`src/rtl/rdq_pkg.sv`:
```
package rdq_pkg;

  localparam int unsigned DepthDefault = 16;
  localparam logic [6:0] ThresholdReset = 7'd50;

  localparam logic [2:0] REQ_PUSH_FRONT = 3'd0;
  localparam logic [2:0] REQ_POP_FRONT  = 3'd1;
  localparam logic [2:0] REQ_POP_BACK   = 3'd2;
  localparam logic [2:0] REQ_SEARCH     = 3'd3;
  localparam logic [2:0] REQ_DUMP       = 3'd4;

  typedef enum logic [1:0] {
    STATUS_OK        = 2'd0,
    STATUS_EMPTY     = 2'd1,
    STATUS_NOT_FOUND = 2'd2,
    STATUS_FULL      = 2'd3
  } status_e;

  typedef struct packed {
    logic        pass;
    logic [6:0]  score;
    logic [31:0] id;
  } record_t;

  localparam record_t RecordZero = '0;

endpackage

```
`src/rtl/rdq_mem.sv`:
```
module rdq_mem
  import rdq_pkg::*;
#(
  parameter int unsigned DEPTH = DepthDefault,
  localparam int unsigned PW = (DEPTH > 1) ? $clog2(DEPTH) : 1
) (
  input  logic          clk_i,
  input  logic          wr_en_i,
  input  logic [PW-1:0] wr_addr_i,
  input  record_t       wr_data_i,
  input  logic          rd_en_i,
  input  logic [PW-1:0] rd_addr_i,
  output record_t       rd_data_o
);

  record_t mem_q [DEPTH];
  record_t rd_data_q;

  always_ff @(posedge clk_i) begin
    if (wr_en_i) begin
      mem_q[wr_addr_i] <= wr_data_i;
    end
  end

  // The read data holds until the next read, so a stalled result keeps it.
  always_ff @(posedge clk_i) begin
    if (rd_en_i) begin
      rd_data_q <= mem_q[rd_addr_i];
    end
  end

  assign rd_data_o = rd_data_q;

endmodule

```
`src/rtl/rdq_ctrl.sv`:
```
module rdq_ctrl
  import rdq_pkg::*;
#(
  parameter int unsigned DEPTH = DepthDefault,
  localparam int unsigned PW = (DEPTH > 1) ? $clog2(DEPTH) : 1,
  localparam int unsigned CW = $clog2(DEPTH + 1)
) (
  input  logic          clk_i,
  input  logic          rst_ni,
  input  logic          cfg_we_i,
  input  logic [6:0]    cfg_wdata_i,
  input  logic          in_valid_i,
  output logic          in_ready_o,
  input  logic [2:0]    in_req_i,
  input  logic [31:0]   in_key_i,
  input  logic [6:0]    in_score_i,
  output logic          out_valid_o,
  input  logic          out_ready_i,
  output status_e       out_status_o,
  output record_t       out_rec_o,
  output logic          out_last_o,
  output logic          mem_wr_en_o,
  output logic [PW-1:0] mem_wr_addr_o,
  output record_t       mem_wr_data_o,
  output logic          mem_rd_en_o,
  output logic [PW-1:0] mem_rd_addr_o,
  input  record_t       mem_rd_data_i
);

  typedef enum logic [3:0] {
    ST_IDLE = 4'b0001,
    ST_EXEC = 4'b0010,
    ST_READ = 4'b0100,
    ST_SCAN = 4'b1000
  } state_e;

  state_e        state_q, state_d;
  logic [6:0]    thresh_q;
  logic [PW-1:0] front_q, front_d;
  logic [CW-1:0] count_q, count_d;
  logic [CW-1:0] idx_q, idx_d;
  logic [PW-1:0] slot_q, slot_d;
  logic [2:0]    req_q;
  logic [31:0]   key_q;
  logic [6:0]    score_q;

  logic          out_valid_q, out_valid_d;
  status_e       out_status_q, out_status_d;
  record_t       out_rec_q, out_rec_d;
  logic          out_last_q, out_last_d;

  logic          out_free;
  logic          is_empty;
  logic          is_full;
  logic          in_xfer;
  logic [PW-1:0] push_slot;
  logic [PW-1:0] next_slot;
  logic [PW:0]   back_sum;
  logic [PW-1:0] back_slot;
  logic          scan_done;

  assign out_free  = !out_valid_q || out_ready_i;
  assign is_empty  = (count_q == '0);
  assign is_full   = (count_q == CW'(DEPTH));
  assign in_ready_o = (state_q == ST_IDLE);
  assign in_xfer   = in_valid_i && in_ready_o;
  assign push_slot = (front_q == '0) ? PW'(DEPTH - 1) : front_q - PW'(1);
  assign next_slot = (slot_q == PW'(DEPTH - 1)) ? '0 : slot_q + PW'(1);
  assign back_sum  = {1'b0, front_q} + (PW + 1)'(count_q - CW'(1));
  assign back_slot = (back_sum >= (PW + 1)'(DEPTH)) ?
                     PW'(back_sum - (PW + 1)'(DEPTH)) : PW'(back_sum);
  assign scan_done = ((idx_q + CW'(1)) == count_q);

  always_comb begin
    state_d       = state_q;
    front_d       = front_q;
    count_d       = count_q;
    idx_d         = idx_q;
    slot_d        = slot_q;
    out_valid_d   = out_valid_q && !out_ready_i;
    out_status_d  = out_status_q;
    out_rec_d     = out_rec_q;
    out_last_d    = out_last_q;
    mem_wr_en_o   = 1'b0;
    mem_wr_addr_o = push_slot;
    mem_wr_data_o = '{pass: (score_q >= thresh_q), score: score_q, id: key_q};
    mem_rd_en_o   = 1'b0;
    mem_rd_addr_o = front_q;

    unique case (state_q)
      ST_IDLE: begin
        if (in_xfer) begin
          state_d = ST_EXEC;
        end
      end
      ST_EXEC: begin
        if (out_free) begin
          priority if (req_q == REQ_PUSH_FRONT) begin
            out_valid_d = 1'b1;
            out_last_d  = 1'b1;
            state_d     = ST_IDLE;
            if (is_full) begin
              out_status_d = STATUS_FULL;
              out_rec_d    = RecordZero;
            end else begin
              mem_wr_en_o  = 1'b1;
              front_d      = push_slot;
              count_d      = count_q + CW'(1);
              out_status_d = STATUS_OK;
              out_rec_d    = mem_wr_data_o;
            end
          end else if (req_q == REQ_POP_FRONT || req_q == REQ_POP_BACK ||
                       req_q == REQ_SEARCH || req_q == REQ_DUMP) begin
            if (is_empty) begin
              out_valid_d  = 1'b1;
              out_last_d   = 1'b1;
              out_status_d = STATUS_EMPTY;
              out_rec_d    = RecordZero;
              state_d      = ST_IDLE;
            end else begin
              mem_rd_en_o = 1'b1;
              idx_d       = '0;
              slot_d      = front_q;
              if (req_q == REQ_POP_FRONT) begin
                front_d = (front_q == PW'(DEPTH - 1)) ? '0 : front_q + PW'(1);
                count_d = count_q - CW'(1);
                state_d = ST_READ;
              end else if (req_q == REQ_POP_BACK) begin
                mem_rd_addr_o = back_slot;
                count_d       = count_q - CW'(1);
                state_d       = ST_READ;
              end else begin
                state_d = ST_SCAN;
              end
            end
          end else begin
            state_d = ST_IDLE;
          end
        end
      end
      ST_READ: begin
        if (out_free) begin
          out_valid_d  = 1'b1;
          out_last_d   = 1'b1;
          out_status_d = STATUS_OK;
          out_rec_d    = mem_rd_data_i;
          state_d      = ST_IDLE;
        end
      end
      ST_SCAN: begin
        if (req_q == REQ_SEARCH) begin
          if (mem_rd_data_i.id == key_q) begin
            if (out_free) begin
              out_valid_d  = 1'b1;
              out_last_d   = 1'b1;
              out_status_d = STATUS_OK;
              out_rec_d    = mem_rd_data_i;
              state_d      = ST_IDLE;
            end
          end else if (scan_done) begin
            if (out_free) begin
              out_valid_d  = 1'b1;
              out_last_d   = 1'b1;
              out_status_d = STATUS_NOT_FOUND;
              out_rec_d    = RecordZero;
              state_d      = ST_IDLE;
            end
          end else begin
            mem_rd_en_o   = 1'b1;
            mem_rd_addr_o = next_slot;
            slot_d        = next_slot;
            idx_d         = idx_q + CW'(1);
          end
        end else if (out_free) begin
          out_valid_d  = 1'b1;
          out_last_d   = scan_done;
          out_status_d = STATUS_OK;
          out_rec_d    = mem_rd_data_i;
          if (scan_done) begin
            state_d = ST_IDLE;
          end else begin
            mem_rd_en_o   = 1'b1;
            mem_rd_addr_o = next_slot;
            slot_d        = next_slot;
            idx_d         = idx_q + CW'(1);
          end
        end
      end
      default: begin
        state_d = ST_IDLE;
      end
    endcase
  end

  always_ff @(posedge clk_i or negedge rst_ni) begin
    if (!rst_ni) begin
      state_q     <= ST_IDLE;
      thresh_q    <= ThresholdReset;
      front_q     <= '0;
      count_q     <= '0;
      idx_q       <= '0;
      slot_q      <= '0;
      out_valid_q <= 1'b0;
    end else begin
      state_q     <= state_d;
      front_q     <= front_d;
      count_q     <= count_d;
      idx_q       <= idx_d;
      slot_q      <= slot_d;
      out_valid_q <= out_valid_d;
      if (cfg_we_i) begin
        thresh_q <= cfg_wdata_i;
      end
    end
  end

  always_ff @(posedge clk_i) begin
    if (in_xfer) begin
      req_q   <= in_req_i;
      key_q   <= in_key_i;
      score_q <= in_score_i;
    end
    out_status_q <= out_status_d;
    out_rec_q    <= out_rec_d;
    out_last_q   <= out_last_d;
  end

  assign out_valid_o  = out_valid_q;
  assign out_status_o = out_status_q;
  assign out_rec_o    = out_rec_q;
  assign out_last_o   = out_last_q;

endmodule

```
`src/rtl/record_deque_with_key_search_top.sv`:
```
// Bounded deque of records (id, score, pass flag) with search by id.
// Requests arrive on the s_axis channel: tuser carries the request code
// (push front, remove front, remove back, search, dump) and tdata the id and
// score. Results leave on the m_axis channel: tuser carries the status, tdata
// the record, and tlast marks the final result of a request.
// A request is taken only while the controller is idle. A push and a
// rejected request give their result from the execute state; a remove reads
// the memory there and gives its result from the read state. A search visits
// one stored entry per cycle through the single memory read port; a dump
// gives one result per cycle while the receiver keeps tready high.
// Unused request codes give no result and return the controller to idle.
// When the receiver stalls, the result waits in the output register and a
// dump's walk through the memory pauses until it is taken.
// The pass threshold is written through cfg_we_i and cfg_wdata_i.
// Reset empties the store at once and sets the threshold to 50; record
// contents are not cleared.
module record_deque_with_key_search_top
  import rdq_pkg::*;
#(
  parameter int unsigned DEPTH = DepthDefault,
  localparam int unsigned PW = (DEPTH > 1) ? $clog2(DEPTH) : 1
) (
  input  logic        clk_i,
  input  logic        rst_ni,
  input  logic        cfg_we_i,
  input  logic [6:0]  cfg_wdata_i,
  input  logic        s_axis_tvalid,
  output logic        s_axis_tready,
  // Fields from bit 0: key_id[31:0], score[38:32], zero pad[39].
  input  logic [39:0] s_axis_tdata,
  // Fields from bit 0: req_type[2:0].
  input  logic [2:0]  s_axis_tuser,
  output logic        m_axis_tvalid,
  input  logic        m_axis_tready,
  // Fields from bit 0: rec_id[31:0], rec_score[38:32], rec_pass[39].
  output logic [39:0] m_axis_tdata,
  // Fields from bit 0: status[1:0].
  output logic [1:0]  m_axis_tuser,
  output logic        m_axis_tlast
);

  logic          mem_wr_en;
  logic [PW-1:0] mem_wr_addr;
  record_t       mem_wr_data;
  logic          mem_rd_en;
  logic [PW-1:0] mem_rd_addr;
  record_t       mem_rd_data;
  status_e       out_status;
  record_t       out_rec;

  rdq_ctrl #(
    .DEPTH(DEPTH)
  ) u_ctrl (
    .clk_i        (clk_i),
    .rst_ni       (rst_ni),
    .cfg_we_i     (cfg_we_i),
    .cfg_wdata_i  (cfg_wdata_i),
    .in_valid_i   (s_axis_tvalid),
    .in_ready_o   (s_axis_tready),
    .in_req_i     (s_axis_tuser),
    .in_key_i     (s_axis_tdata[31:0]),
    .in_score_i   (s_axis_tdata[38:32]),
    .out_valid_o  (m_axis_tvalid),
    .out_ready_i  (m_axis_tready),
    .out_status_o (out_status),
    .out_rec_o    (out_rec),
    .out_last_o   (m_axis_tlast),
    .mem_wr_en_o  (mem_wr_en),
    .mem_wr_addr_o(mem_wr_addr),
    .mem_wr_data_o(mem_wr_data),
    .mem_rd_en_o  (mem_rd_en),
    .mem_rd_addr_o(mem_rd_addr),
    .mem_rd_data_i(mem_rd_data)
  );

  rdq_mem #(
    .DEPTH(DEPTH)
  ) u_mem (
    .clk_i    (clk_i),
    .wr_en_i  (mem_wr_en),
    .wr_addr_i(mem_wr_addr),
    .wr_data_i(mem_wr_data),
    .rd_en_i  (mem_rd_en),
    .rd_addr_i(mem_rd_addr),
    .rd_data_o(mem_rd_data)
  );

  assign m_axis_tdata = out_rec;
  assign m_axis_tuser = out_status;

endmodule

```
`config.mk`:
```
export PLATFORM = sky130hd
export DESIGN_NAME = record_deque_with_key_search_top
export DESIGN_NICKNAME = d
export VERILOG_FILES = /design/src/rtl/rdq_pkg.sv /design/src/rtl/rdq_mem.sv /design/src/rtl/rdq_ctrl.sv /design/src/rtl/record_deque_with_key_search_top.sv
export SDC_FILE = /design/constraint.sdc
export NUM_CORES = 1
export LEC_CHECK = 0
export BUFFER_PORTS_ARGS = -buffer_cell sky130_fd_sc_hd__buf_2
export CAP_MARGIN = 25
export CORE_ASPECT_RATIO = 2
export CORE_MARGIN = 2
export CORE_UTILIZATION = 45
export CTS_CLUSTER_DIAMETER = 120
export CTS_CLUSTER_SIZE = 30
export DETAILED_ROUTE_END_ITERATION = 8
export PLACE_DENSITY = 0.7
export SYNTH_ARGS = -nofsm -noshare
export SYNTH_HDL_FRONTEND = slang
export SYNTH_SLANG_ARGS = --single-unit
```
`constraint.sdc`:
```
create_clock -name clk_i -period 3.81 [get_ports clk_i]
set_input_delay 0 -clock clk_i [delete_from_list [all_inputs] [get_ports clk_i]]
set_output_delay 0 -clock clk_i [all_outputs]
set_load 0.02 [all_outputs]
```
---- Word-level counts from Yosys, hierarchy flattened ----
Memories as Yosys holds them, arrays and structs flattened. A register that Yosys moved wholly into a read port is not among the register bits.
Index checks and enable logic that the tools add are counted.
storage, ports and cells
  bits in writable memories ............... 640
  memories ................................ 1
  bits in registers ....................... 115
  logic and storage cells ................. 190
  output and inout bits ................... 45
  input port bits ......................... 55
memory list
  name         words  width  read ports  clocked after Yosys merged registers in  wr ports  line           RTL
  u_mem.mem_q  16     40     1           1                                        1         rdq_mem.sv:16  record_t mem_q [DEPTH];
cells by class
  add/subtract/negate cells ............... 8
  equal/unequal tests ..................... 28
  reductions and logical operators ........ 22
  muxes and demuxes ....................... 114
  magnitude comparators ................... 2
operators by type and width
  kind                                                    number
  2-to-1 mux 40 bit                                       10
  2-to-1 mux 4 bit                                        40
  case mux 40 bit (3 select lines)                        1
  2-to-1 mux 5 bit                                        14
  == test 32 bit                                          1
  2-to-1 mux 1 bit                                        31
  AND reduction 6 bit                                     4
  2-to-1 mux 2 bit                                        10
  case mux 4 bit (2 select lines)                         2
  case mux 4 bit (4 select lines)                         1
  inequality test 3 x 1 -> 1 bit (second input constant)  5
  == test 4 bit (second input constant)                   3
  adder 5 x 1 -> 5 bit (second input constant)            2
  inequality test 2 bit (second input constant)           5
  case mux 5 bit (2 select lines)                         1
  adder 4 x 1 -> 4 bit (second input constant)            2
  inequality test 4 x 3 -> 1 bit (second input constant)  2
  subtractor 4 x 1 -> 4 bit (second input constant)       2
  >= comparator 7 bit                                     1
  AND reduction 7 bit                                     1
  == test 3 x 2 -> 1 bit (second input constant)          2
  case mux 1 bit (3 select lines)                         2
  case mux 2 bit (3 select lines)                         1
  nonzero test 2 bit                                      3
  other kinds (21)                                        28

---- Depth between registers and ports, before layout ----
  depth in word-level cells ............... 11
  gate-level depth with buffers ........... 14
  gate-level depth less buffers ........... 13

---- Modules after synthesis ----
From an unflattened synthesis, not the netlist that was laid out.
second synthesis, totals
  cell total of the unflattened synthesis .. 1595
  area total of the unflattened synthesis .. 31726.7 sq um
modules (own cells, without submodules)
  module    cells an instance  area an instance (sq um)  sequential area each (sq um)  times used
  rdq_mem   1040               25532.0                   20419.6                       1
  rdq_ctrl  555                6194.7                    3308.2                        1

---- Least setup slack after synthesis ----
No wires, ideal clock.
  kind .................................... flip-flop to flip-flop
  from .................................... register u_ctrl.count_q[0]
  to ...................................... register u_ctrl.out_rec_q (netlist bit u_ctrl.out_rec_o[0]) (enable)
  data required time ...................... 3354 ps
  cell stages (with the launch flop) ...... 8
  slack ................................... -410 ps
  buffers on the path ..................... 0
  setup time .............................. 456 ps
  arrival time ............................ 3764 ps
  period minus slack after synthesis ...... 4220 ps
  path through ............................ dfrtp_1 -> inv_1 -> ha_1 -> nor3b_1 -> nor2b_1 -> maj3_1 -> a21oi_1 -> a21oi_1
between the ends
  longest elaborated chain between the ends .. 3
  elaborated cells between the ends (all ways) .. 5
  classes of those cells .................. eq/ne (3); reduce/logical (2)
ends and longest elaborated chain
  what                                                                                               line                            RTL
  from (decl)                                                                                        rdq_ctrl.sv:40                  logic [CW-1:0] count_q, count_d;
  from (signal assigned)                                                                             rdq_ctrl.sv:207                 count_q <= count_d;
  == test 5 bit / logical NOT 5 bit (equally long branches)                                          rdq_ctrl.sv:72, rdq_ctrl.sv:63
  inequality test 4 x 3 -> 1 bit (no line) / inequality test 3 x 1 -> 1 bit (equally long branches)  --
  AND reduction 6 bit (no line) (*)                                                                  --
  to (signal assigned)                                                                               rdq_ctrl.sv:224                 out_rec_q <= out_rec_d;
  to (decl)                                                                                          rdq_ctrl.sv:49                  record_t out_rec_q, out_rec_d;
Every way passes the cells marked *; elsewhere a longest branch is shown, timed or not.
A chain may end at the register's enable or synchronous reset.

---- Worst setup path in the final report ----
  from .................................... register u_mem.rd_data_o[13] (netlist name)
  to ...................................... register u_mem.rd_data_o[25] (netlist name)
between the ends
  longest elaborated chain between the ends .. 4
  elaborated cells between the ends (all ways) .. 7
  classes of those cells .................. eq/ne (1); mux (6)
ends and longest elaborated chain
  what                                                                                       line             RTL
  == test 32 bit (*)                                                                         rdq_ctrl.sv:152  if (mem_rd_data_i.id == key_q) begin
  2-to-1 mux 4 bit / 2-to-1 mux 1 bit (equally long branches)                                rdq_ctrl.sv:152
  2-to-1 mux 4 bit / 2-to-1 mux 1 bit (equally long branches)                                rdq_ctrl.sv:151  if (req_q == REQ_SEARCH) begin
  case mux 4 bit (2 select lines) / case mux 1 bit (2 select lines) (equally long branches)  rdq_ctrl.sv:90   unique case (state_q)
Marked as above.

==> reports/metrics.yaml <==
status: "complete, but fails checks"
violations: "negative setup slack"
ys_seq_elements: 795
crit_path_start: "u_mem.rd_data_o[13]$_DFFE_PP_"
synth.area.top_cells: "edfxtp_1 (72%), mux2_2 (7.1%), mux2i_1 (5.0%)"
rrSetupSlack_ps: -50
insertion_delay_ps: 660
die_w_um: 192
total_power_w: 0.0223
route.detailed.drc: 0
port_buffers: 98
synth_edf_count: 765
grt_max_degree: 41
finClkSkew_ps: 48.8
ir_drop_v: 0.000575
worstMarginPinSlew_ps: 873
wl_per_cell_um: 26.7
timing.rr.start: "u_mem.rd_data_o[13]$_DFFE_PP_"
busiest_layer: "met2"
max_freq_ghz: 0.259
grt.overflow.total: 0
crit_slowest_cell: "edfxtp_1"
cp-endpoint: "u_mem.rd_data_o[25]$_DFFE_PP_"
relSlewSlack_pct: 41.8
synth.most_common_cell: "edfxtp_1"
yosysTopAreaCell: "edfxtp_1"
die_height_um: 381
clock-sinks: 795
ys_seq_area_share_pct: 74.3
path_class: "flop to flop"
grt.met2_usage_pct: 38.5
maxCapViolations: 0
drtIter0Drc: 1672
worstPathRequired_ps: 4300
ys_top_cells_by_count: "edfxtp_1 (765), mux2_2 (202), mux2i_1 (160)"
ys.flop_type: "edfxtp_1"
synthArstFlopShare_pct: 3.77
numCtsBuffers: 30
grt_pass1_wl_mm: 116
worstPathMaxFanout: 8
finalSetupViolCount: 27
drv_slew: 0
setup.worst_path.start_class: "flop"
path_clk_slew_ps: 110
num-nets-final: 2213
syn-cell-area_um2: 32000
antenna_found_initial: 1
grtUsageMet1_pct: 28.5
hold-worst-slack_ps: 42.9
power_density_nw_per_um2: 597
finalCritPeriodShare_pct: 101
regToRegEndpoint: "u_mem.rd_data_o[25]$_DFFE_PP_"
drt_first_pass_iters: 5
gp_congestion: 0.815
globalRouteMet3Util_pct: 2.48
p_leak_nw: 12.4
routed_wirelength_mm: 81.5
clockRootBuffer: "clkbuf_16"
path_cells: "xor2_2 -> nor4_2 -> buf_4 -> nand4_1 -> buf_6 -> or3_4 -> buf_4 -> and2_4 -> a222oi_1 -> buf_4 -> buf_6 -> nor3b_4 -> buf_12 -> buf_12 -> a22oi_2 -> nand4_1"
syn_avg_cell_area_um2: 17.2
hold_violations: 0
syn-num-nets: 1931
clockBufferDepth: 3
ios: 100
drive_gt1_share_pct: 28.1
cts_tree: "yes"
grt_pass1_vias: 17694
core_um2: 70400
synth.top_cell.area_share_pct: 71.9
num_rows: 138
fin_ws_ps: -52.8
synth_cell_types: 50
dp_hpwl_mm: 45.3
initial_core_util_pct: 45.4
ant_nets: 0
slowest_delay_ps: 490
grt_use_total_pct: 21.7
post-route-min-period_ps: 3860
syn_inst: 1854
cts_htree_levels: 1
crit_path_end_kind: "flop"
r2r_cells: 16
syn_to_final_growth_pct: 16.9
dieArea_um2: 73300
hold_path.class: "input port to flop"
crit_top_cell: "buf_4"
viasPerCell: 5.83
cp.arrival_ps: 4350
rsz0062_at_grt: "yes"
yosys_warnings: 0
vias: 17809
==> critical path: cells and delay by family (launching register included) <==
family,cells,cell delay (ps)
buffers and inverters,7,1140
xor gates and xnor gates,1,240
DFF,1,490
and+or+nand+nor,6,1370
AOI/OAI and AO/OA,2,450
==> worst min path at each step <==
stage	cells past startpoint	to	slack [ps]	start
3_3_place_gp	1	u_ctrl.count_q[3]$_DFFE_PN0P_	120	rst_ni
4_1_cts	5	u_ctrl.state_q[3]$_DFFE_PN0P_	7	m_axis_tready
2_1_floorplan	0	u_ctrl.count_q[0]$_DFFE_PN0P_	-300	rst_ni
3_5_place_dp	1	u_ctrl.count_q[3]$_DFFE_PN0P_	120	rst_ni
5_1_grt	2	u_ctrl.key_q[6]$_DFFE_PP_	30	s_axis_tdata[6]
6_report	2	u_ctrl.key_q[20]$_DFFE_PP_	40	s_axis_tdata[20]
==> report_power, final <==
part | internal (W) | leakage, nW | switching, W
clock | 0.00148 | 0.399 | 0.00248
combinational | 0.00352 | 4.73 | 0.00396
sequential | 0.0105 | 7.28 | 0.000392
==> registers in the layout, summed over array words and instances (netlist names) <==
signal and count:
u_ctrl.req_q 3, u_ctrl.slot_q 4, u_ctrl.score_q 7, u_ctrl.idx_q 5, u_mem.mem_q 640, u_ctrl.thresh_q 7, u_ctrl.front_q 4, u_ctrl.out_last_o 1
u_ctrl.count_q 5, u_ctrl.key_q 32, u_ctrl.out_rec_o 40, u_ctrl.state_q 4, u_ctrl.out_status_o 2, u_mem.rd_data_o 40, u_ctrl.out_valid_o 1
==> what timing repair did <==
action                     4_1_cts  5_1_grt
resized for setup               10       55
buffers inserted                 5        8
pin swaps                        6       16
cloned                           1        5
hold buffers                    66        0
hold endpoints to repair        82        0
setup endpoints to repair       40       40
==> area by class of cell <==
class,count,area (um2)
Inverter,18,67.6
Antenna cell,1,2.50
Fill cell,5551,33100
Multi-Input combinational cell,947,8260
Timing Repair Buffer,344,3340
Clock inverter,2,46.3
Tap cell,910,1140
Clock buffer,39,785
Sequential cell,795,23700
==> layer usage <==
| metal | wire length [um] | part of all wire [%] | vias to the layer above |
|---|---|---|---|
| met1 | 31800 | 39 | 9152 |
| met3 | 5460 | 6.7 | 115 |
| met4 | 1980 | 2.4 | 0 |
| met2 | 42200 | 52 | 705 |
| li1 | - | - | 7837 |
| met5 | 0 | 0 | - |
==> through the flow <==
stage | setup TNS, ps | std cells | cell area [um2] | setup slack, ps | util, %
2_1_floorplan | -5060 | 1854 | 32000 | -12.9 | -
6_report | -643 | 3056 | 37400 | -52.8 | 53.0
3_5_place_dp | -12170 | 2929 | 35300 | -399 | 50.1
5_1_grt | -5810 | 3055 | 37400 | -176 | 53.0
4_1_cts | 0 | 3042 | 36900 | 1.51 | 52.4
3_3_place_gp | -11840 | 2929 | 35300 | -378 | 50.1
==> cells in the final DEF (no fill, tap or decap), drive strengths merged, types with 3 or more instances in the layout <==
cell,instances
o31ai,4
nand3,10
a21oi,22
clkbuf,44
ha,21
buf,274
nor3b,5
nand2,85
xor2,41
mux2i,160
or2,3
nor3,7
a2bb2oi,40
nand4,44
dfrtp,26
xnor2,14
or3,3
o21ai,65
o22a,40
edfxtp,765
dfstp,4
inv,19
mux2,202
a22oi,82
nor2b,5
nand2b,5
and3,3
dlygate4sd3,65
nor2,34
and2,4
nor4,10
a21o,12
==> logic make-up (layout without fill, tap and decap cells) <==
| group | Yosys count | after routing | share of synthesized area [%] |
|---|---|---|---|
| other | 0 | 1 | 0 |
| multiplexers | 362 | 362 | 12.1 |
| buffers and inverters | 112 | 403 | 1.39 |
| AO/OA/AOI/OAI | 284 | 284 | 6.34 |
| flip-flops | 795 | 795 | 74.3 |
| adder cells (fa/ha/maj) | 23 | 23 | 0.916 |
| AND/OR/NAND/NOR | 223 | 223 | 3.45 |
| XOR/XNOR | 55 | 55 | 1.51 |
Note: power is estimated with default switching activity, not from simulation.
